===== src/rtl/core/sapg_pkg.sv =====
// shared types and constants for the six-axis step pulse generator
// no dependencies; imported by every rtl/core module

package sapg_pkg;

    localparam int JOINTS           = 6;
    localparam int BUFFER_DEPTH_DEF = 32;
    localparam int STEP_BITS_DEF    = 16;

    // packet layout: counts in bytes 2..13 (big-endian pairs), directions in 14..19
    localparam int PKT_LO   = 2;
    localparam int DIR_BYTE = 14;
    localparam int PKT_HI   = 19;

    localparam logic [7:0] END_MARK = 8'h2E;  // '.'
    localparam logic [7:0] POS_MARK = 8'h50;  // 'P'

    typedef enum logic [1:0] {
        OP_RX_BYTE = 2'd0,
        OP_TICK_A  = 2'd1,
        OP_TICK_B  = 2'd2
    } opcode_t;

    typedef struct packed {
        opcode_t    opcode;
        logic [7:0] rx_byte;
    } item_t;

    // one word handed to the processing modules
    typedef struct packed {
        logic       go;
        opcode_t    opcode;
        logic [7:0] rx_byte;
    } step_cmd_t;

endpackage


===== src/rtl/core/six_axis_step_pulse_generator.sv =====
// top level of the six-axis step pulse generator: input register, result register
// depends on sapg_pkg, sapg_packet, sapg_joints
//
//  channel | direction | tuser                 | tdata
//  --------+-----------+-----------------------+-----------------------------------------
//  s_axis  | in        | [1:0] opcode          | [7:0] rx_byte
//  m_axis  | out       | [0] command_loaded    | [5:0] step_lines [11:6] dir_lines
//          |           |                       | [17:12] busy_mask, [23:18] zero
//
// one word per cycle sustained while m_axis accepts; each word gives exactly one result word
// each word passes through the input register, then through the packet and joint
//   logic into the result register; all state updates land as it is loaded
// synchronous active-low reset zeroes the packet bytes, index, counts, directions,
//   phases and levels; there is no clearing sweep, words are taken right after reset
// a stalled m_axis holds the result register; the input register still fills, so
//   s_axis_tready drops only when both registers hold a word

module six_axis_step_pulse_generator #(
    parameter int BUFFER_DEPTH = sapg_pkg::BUFFER_DEPTH_DEF,
    parameter int STEP_BITS    = sapg_pkg::STEP_BITS_DEF
) (
    input  logic        aclk,
    input  logic        aresetn,
    input  logic        s_axis_tvalid,
    output logic        s_axis_tready,
    input  logic [7:0]  s_axis_tdata,   // [7:0] rx_byte
    input  logic [1:0]  s_axis_tuser,   // [1:0] opcode
    output logic        m_axis_tvalid,
    input  logic        m_axis_tready,
    output logic [23:0] m_axis_tdata,   // [5:0] step_lines, [11:6] dir_lines, [17:12] busy_mask
    output logic        m_axis_tuser    // [0] command_loaded
);
    import sapg_pkg::*;

    // input register
    logic  in_valid_reg, in_valid_next;
    item_t item_reg, item_next;

    // result register
    logic              out_valid_reg, out_valid_next;
    logic [JOINTS-1:0] step_reg, dir_reg, busy_reg;
    logic              loaded_reg;

    logic      advance;
    step_cmd_t cmd;

    logic                 load;
    logic [STEP_BITS-1:0] load_cnt [JOINTS];
    logic [JOINTS-1:0]    load_dir;
    logic [JOINTS-1:0]    step_now, dir_now, busy_now;

    // the held word moves on when the result slot is free or being emptied
    assign advance       = in_valid_reg && (!out_valid_reg || m_axis_tready);
    assign s_axis_tready = !in_valid_reg || advance;

    always_comb begin
        in_valid_next = in_valid_reg;
        item_next     = item_reg;
        if (advance) begin
            in_valid_next = 1'b0;
        end
        if (s_axis_tvalid && s_axis_tready) begin
            in_valid_next     = 1'b1;
            item_next.opcode  = opcode_t'(s_axis_tuser);
            item_next.rx_byte = s_axis_tdata;
        end
        out_valid_next = out_valid_reg;
        if (m_axis_tready) begin
            out_valid_next = 1'b0;
        end
        if (advance) begin
            out_valid_next = 1'b1;
        end
    end

    assign cmd.go      = advance;
    assign cmd.opcode  = item_reg.opcode;
    assign cmd.rx_byte = item_reg.rx_byte;

    sapg_packet #(
        .BUFFER_DEPTH (BUFFER_DEPTH),
        .STEP_BITS    (STEP_BITS)
    ) u_packet (
        .aclk    (aclk),
        .aresetn (aresetn),
        .cmd     (cmd),
        .load_o  (load),
        .cnt_o   (load_cnt),
        .dir_o   (load_dir)
    );

    sapg_joints #(
        .STEP_BITS (STEP_BITS)
    ) u_joints (
        .aclk    (aclk),
        .aresetn (aresetn),
        .cmd     (cmd),
        .load_i  (load),
        .cnt_i   (load_cnt),
        .dir_i   (load_dir),
        .step_o  (step_now),
        .dir_o   (dir_now),
        .busy_o  (busy_now)
    );

    always_ff @(posedge aclk) begin
        if (!aresetn) begin
            in_valid_reg  <= 1'b0;
            out_valid_reg <= 1'b0;
        end else begin
            in_valid_reg  <= in_valid_next;
            out_valid_reg <= out_valid_next;
        end
    end

    // payload registers, no reset
    always_ff @(posedge aclk) begin
        item_reg <= item_next;
        if (advance) begin
            step_reg   <= step_now;
            dir_reg    <= dir_now;
            busy_reg   <= busy_now;
            loaded_reg <= load;
        end
    end

    assign m_axis_tvalid = out_valid_reg;
    assign m_axis_tdata  = {6'd0, busy_reg, dir_reg, step_reg};
    assign m_axis_tuser  = loaded_reg;

    // a loaded flag can only come from a received end-of-packet byte
    assert property (@(posedge aclk) disable iff (!aresetn)
        advance && (item_reg.opcode != OP_RX_BYTE) |=> !loaded_reg)
        else $error("command_loaded raised by a timer tick");

    // every processed word lands in the result register
    assert property (@(posedge aclk) disable iff (!aresetn)
        advance |=> out_valid_reg)
        else $error("processed word lost before the result register");

    // input side stalls only with both stages full and the output blocked
    assert property (@(posedge aclk) disable iff (!aresetn)
        !s_axis_tready |-> (in_valid_reg && out_valid_reg && !m_axis_tready))
        else $error("input stalled without back-pressure");

endmodule


===== src/rtl/core/sapg_packet.sv =====
// packet buffer: byte index, stored command bytes and packet decode
// depends on sapg_pkg

module sapg_packet #(
    parameter int BUFFER_DEPTH = sapg_pkg::BUFFER_DEPTH_DEF,
    parameter int STEP_BITS    = sapg_pkg::STEP_BITS_DEF
) (
    input  logic                  aclk,
    input  logic                  aresetn,
    input  sapg_pkg::step_cmd_t   cmd,
    output logic                  load_o,
    output logic [STEP_BITS-1:0]  cnt_o [sapg_pkg::JOINTS],
    output logic [sapg_pkg::JOINTS-1:0] dir_o
);
    import sapg_pkg::*;

    localparam int IDX_W = $clog2(BUFFER_DEPTH + 1);

    logic [IDX_W-1:0] idx_reg, idx_next;
    // only bytes 2..19 are ever decoded, the rest of the buffer is not kept
    logic [7:0] pkt_reg  [PKT_LO:PKT_HI];
    logic [7:0] pkt_next [PKT_LO:PKT_HI];
    logic       wr;

    always_comb begin
        logic [STEP_BITS+15:0] wide;
        wr = cmd.go && (cmd.opcode == OP_RX_BYTE) && (idx_reg != IDX_W'(BUFFER_DEPTH));
        pkt_next = pkt_reg;
        for (int k = PKT_LO; k <= PKT_HI; k++) begin
            if (wr && (idx_reg == IDX_W'(k))) begin
                pkt_next[k] = cmd.rx_byte;
            end
        end
        idx_next = idx_reg;
        if (wr) begin
            idx_next = idx_reg + IDX_W'(1);
        end
        load_o = cmd.go && (cmd.opcode == OP_RX_BYTE) && (cmd.rx_byte == END_MARK);
        if (load_o) begin
            idx_next = '0;
        end
        // decode sees the terminating byte if it landed inside the packet
        for (int j = 0; j < JOINTS; j++) begin
            wide     = {{STEP_BITS{1'b0}}, pkt_next[PKT_LO + 2*j], pkt_next[PKT_LO + 2*j + 1]};
            cnt_o[j] = wide[STEP_BITS-1:0];
            dir_o[j] = (pkt_next[DIR_BYTE + j] == POS_MARK);
        end
    end

    always_ff @(posedge aclk) begin
        if (!aresetn) begin
            idx_reg <= '0;
            for (int k = PKT_LO; k <= PKT_HI; k++) begin
                pkt_reg[k] <= '0;
            end
        end else begin
            idx_reg <= idx_next;
            pkt_reg <= pkt_next;
        end
    end

endmodule


===== src/rtl/core/sapg_joints.sv =====
// joint state: remaining counts, directions, timer phases and step levels
// depends on sapg_pkg

module sapg_joints #(
    parameter int STEP_BITS = sapg_pkg::STEP_BITS_DEF
) (
    input  logic                        aclk,
    input  logic                        aresetn,
    input  sapg_pkg::step_cmd_t         cmd,
    input  logic                        load_i,
    input  logic [STEP_BITS-1:0]        cnt_i [sapg_pkg::JOINTS],
    input  logic [sapg_pkg::JOINTS-1:0] dir_i,
    output logic [sapg_pkg::JOINTS-1:0] step_o,
    output logic [sapg_pkg::JOINTS-1:0] dir_o,
    output logic [sapg_pkg::JOINTS-1:0] busy_o
);
    import sapg_pkg::*;

    logic [STEP_BITS-1:0] cnt_reg  [JOINTS];
    logic [STEP_BITS-1:0] cnt_next [JOINTS];
    logic [JOINTS-1:0]    dir_reg, dir_next;
    logic [JOINTS-1:0]    lvl_reg, lvl_next;
    logic                 phase_a_reg, phase_a_next;
    logic                 phase_b_reg, phase_b_next;
    logic [JOINTS-1:0]    drive;
    logic                 high;

    always_comb begin
        drive        = '0;
        high         = 1'b0;
        phase_a_next = phase_a_reg;
        phase_b_next = phase_b_reg;
        if (cmd.go) begin
            unique case (cmd.opcode)
                OP_TICK_A: begin
                    drive        = JOINTS'(1);
                    high         = phase_a_reg;
                    phase_a_next = ~phase_a_reg;
                end
                OP_TICK_B: begin
                    drive        = ~JOINTS'(1);
                    high         = phase_b_reg;
                    phase_b_next = ~phase_b_reg;
                end
                default: begin
                end
            endcase
        end
    end

    always_comb begin
        cnt_next = cnt_reg;
        dir_next = dir_reg;
        lvl_next = lvl_reg;
        if (load_i) begin
            cnt_next = cnt_i;
            dir_next = dir_i;
        end
        for (int j = 0; j < JOINTS; j++) begin
            if (drive[j]) begin
                if (!high) begin
                    lvl_next[j] = 1'b0;
                end else if (cnt_reg[j] != '0) begin
                    lvl_next[j] = 1'b1;
                    cnt_next[j] = cnt_reg[j] - STEP_BITS'(1);
                end
            end
        end
        for (int j = 0; j < JOINTS; j++) begin
            busy_o[j] = |cnt_next[j];
        end
    end

    assign step_o = lvl_next;
    assign dir_o  = dir_next;

    always_ff @(posedge aclk) begin
        if (!aresetn) begin
            for (int j = 0; j < JOINTS; j++) begin
                cnt_reg[j] <= '0;
            end
            dir_reg     <= '0;
            lvl_reg     <= '0;
            phase_a_reg <= 1'b0;
            phase_b_reg <= 1'b0;
        end else begin
            cnt_reg     <= cnt_next;
            dir_reg     <= dir_next;
            lvl_reg     <= lvl_next;
            phase_a_reg <= phase_a_next;
            phase_b_reg <= phase_b_next;
        end
    end

endmodule


===== config.mk =====
export PLATFORM = sky130hd
export DESIGN_NAME = six_axis_step_pulse_generator
export DESIGN_NICKNAME = d
export VERILOG_FILES = /design/src/rtl/core/sapg_pkg.sv /design/src/rtl/core/six_axis_step_pulse_generator.sv /design/src/rtl/core/sapg_packet.sv /design/src/rtl/core/sapg_joints.sv
export SDC_FILE = /design/constraint.sdc
export NUM_CORES = 1
export LEC_CHECK = 0
export ABC_AREA = 1
export BUFFER_PORTS_ARGS = -buffer_cell sky130_fd_sc_hd__buf_2
export CORE_UTILIZATION = 55
export DETAILED_ROUTE_END_ITERATION = 10
export MAX_ROUTING_LAYER = met4
export PLACE_DENSITY_LB_ADDON = 0.25
export SYNTH_ARGS = -nofsm -noshare
export SYNTH_HDL_FRONTEND = slang
export SYNTH_SLANG_ARGS = --single-unit

===== constraint.sdc =====
create_clock -name aclk -period 3.8 [get_ports aclk]
set_input_delay 0.76 -clock aclk [delete_from_list [all_inputs] [get_ports aclk]]
set_output_delay 0.76 -clock aclk [all_outputs]
set_load 0.01 [all_outputs]

==> impl_metrics.env <==
export IMPL_fp_row_count=62
export IMPL_routed_wl_um=43100
export IMPL_grt_max_degree=134
export IMPL_crit_type="reg2reg"
export IMPL_ys_warn_count=0
export IMPL_layoutNonFillerInstCount=3010
export IMPL_cp_end_kind="flip-flop"
export IMPL_layout_min_cycle_time_ns=2.94
export IMPL_met1_length_um=19800
export IMPL_synth_simple_gate_area_share_pct=42.2
export IMPL_synth_mux_area_share_pct=0
export IMPL_numCtsBuffers=31
export IMPL_maxCapViolations=0
export IMPL_post_cts_setup_buffers=0
export IMPL_synth_area_leaders="dfxtp_1, nand2_1, nor2_1"
export IMPL_drv_slew=0
export IMPL_die_area_mm2=0.0302
export IMPL_synth_distinct_cells=35
export IMPL_synth_edf_count=29
export IMPL_dr_max_layer_used="met4"
export IMPL_synth_fa_ha_area_share_pct=1.47
export IMPL_pin_count=41
export IMPL_power_density_mw_per_mm2=353
export IMPL_nets=2636
export IMPL_drtPass1Iterations=5
export IMPL_insertion_delay_ns=0.56
export IMPL_grt_usage_pct=29.0
export IMPL_gp_congestion=0.927
export IMPL_layout_common_cells="nand2_1, nor2_1, inv_1"
export IMPL_syn_area_per_cell_um2=6.20
export IMPL_clock_sinks=291
export IMPL_dp_cells=2954
export IMPL_synth_top_cell_area_share_pct=32.4
export IMPL_clock_fmax_ghz=0.340
export IMPL_cp_start_kind="flip-flop"
export IMPL_crit_path_top_delay_cell="nand3_4"
export IMPL_io_buffers=34
export IMPL_path_cells="inv_1, ha_1, nand3_4, buf_4, buf_4, nand3_1, nand2_1, nand3_1, nand2_1, nand2_1, nand2_1, inv_1, nand2_1, nor2_1, nand2_1"
export IMPL_synth_seq_cells=291
export IMPL_wl_met2_um=19500
export IMPL_vias_per_cell=5.23
export IMPL_met3WireLength_um=2590
export IMPL_clk_pin_slew_ns=0.06
export IMPL_ant_nets=0
export IMPL_grt_pass1_wl_um=70400
export IMPL_wl_per_cell_um=14.3
export IMPL_synth_cells=2613
export IMPL_grt_pass1_vias=14200
export IMPL_worstPathRequired_ns=4.10
export IMPL_drtIter0Drc=1391
export IMPL_die_width_um=174
export IMPL_layout_commonest_cell="nand2_1"
export IMPL_vdd_ir_drop_max_mv=0.377
export IMPL_cts_tree="built"
export IMPL_finalCritPeriodShare_pct=77.3
export IMPL_place_hpwl_um=28900
export IMPL_area_growth_pct=8.39
export IMPL_synth_xor_xnor_area_share_pct=1.08
export IMPL_dp_slack_ns=0.829
export IMPL_p_leak_nw=9.07
export IMPL_largest_reg_flops=144
export IMPL_synth_top_family_by_area="simple AND/OR/NAND/NOR gates"
export IMPL_root_buffer="clkbuf_16"
export IMPL_hp_class="in2reg"
export IMPL_synth_compound_area_share_pct=5.55
export IMPL_h_tree_depth=1
export IMPL_antenna_found_initial=0
export IMPL_ys_seq_area_share_pct=37.7
export IMPL_synth_async_reset_ratio_pct=0
export IMPL_vias=15700
export IMPL_tightest_slew_ns=0.879
export IMPL_clock_path_buffers=3
export IMPL_cts_resized=0
export IMPL_synth_area_leader_cell="dfxtp_1"
export IMPL_critPathMaxFanout=27
export IMPL_fp_dieH_um=174
export IMPL_clock_skew_ns=0.0115
export IMPL_arrival_ns=3.24
export IMPL_ys_flop_type="dfxtp_1"
export IMPL_netlist_area_mm2=0.0162
export IMPL_tns_ns=0
export IMPL_grt_overflow=0
export IMPL_drive_gt1_share_pct=6.28
export IMPL_critPathMaxStageDelay_ns=0.37
export IMPL_ctsHoldBuffers=0
export IMPL_setup_viol=0
export IMPL_grt_setup_unrepaired="false"
export IMPL_slew_headroom_pct=41.4
export IMPL_cpMostUsedCell="nand2_1"
export IMPL_finalHoldViolCount=0
export IMPL_drc_errors=0
export IMPL_status="finished clean"
export IMPL_fp_coreArea_mm2=0.0289
export IMPL_diodes=0
export IMPL_final_util_pct=60.9
export IMPL_floorplan_initialDensity_pct=56.2
export IMPL_fin_ws_ns=0.862
-- power breakdown --
part	total (mW)	leakage, nW	internal (mW)	switching, mW
clock network	2.90	0.479	1.65	1.25
registers	3.14	2.39	3.12	0.0197
logic	0.171	6.19	0.0309	0.140
-- synth_stat cells, types with 7 or more instances --
cell	number
a21oi_1	89
buf_2	49
buf_4	8
clkbuf_1	46
dfxtp_1	262
edfxtp_1	29
ha_1	19
inv_1	359
inv_2	7
nand2_1	870
nand2_2	7
nand3_1	186
nand4_1	107
nor2_1	409
nor2_2	12
nor3_1	10
o21a_1	8
o21ai_0	55
o21ai_1	13
or2_2	10
xnor2_1	14
-- per-stage QoR --
step / hold slack [ns] / cell area (um2) / total power [mW]
6_report: 0.379 / 17600 / 6.21
5_1_grt: 0.366 / 17600 / 6.36
4_1_cts: 0.362 / 17600 / 6.24
3_5_place_dp: 0.461 / 16600 / 3.37
3_3_place_gp: 0.456 / 16600 / 3.37
2_1_floorplan: 0.447 / 16200 / 3.29
-- final cells by class --
class	count	area, um2
tap	384	480
clock inverter	10	56.3
inverter	370	1400
clock buffer	46	913
timing repair buffer	62	418
fill	2791	11300
sequential	291	6120
multi-input combinational	1847	8190
-- worst paths after layout --
kind	end	cells after the start	start	slack, ns
hold / removal	cmd[9]	1	s_axis_tuser[1]	0.38
setup / recovery	busy_reg[0]	15	u_packet.idx_reg[0]	0.86
hold reg to reg	u_packet.pkt_reg[63]	2	u_packet.pkt_reg[63]	0.47
setup reg to reg	busy_reg[0]	15	u_packet.idx_reg[0]	0.86
-- critical path: cells and delay by family (launching register included) --
| kind | cells | cell delay [ns] |
|---|---|---|
| and+or+nand+nor | 10 | 1.30 |
| adders and majority gates | 1 | 0.33 |
| DFF | 1 | 0.35 |
| buffers and inverters | 4 | 0.70 |
-- layer usage --
metal / up-vias / track usage (%)
met5: - / -
met2: 493 / 46.5
met1: 7089 / 39.0
met3: 79 / 2.76
met4: 0 / 8.26
li1: 8084 / -
-- cell families (layout without fill, tap and decap cells) --
group	count (synthesis)	in the layout
other	1	6
xor gates and xnor gates	20	20
AOI/OAI and AO/OA	172	172
buffers and inverters	480	488
DFF	291	291
adders and majority gates	19	19
and+or+nand+nor	1630	1630
No activity file was read; power rests on OpenSTA's default activity.
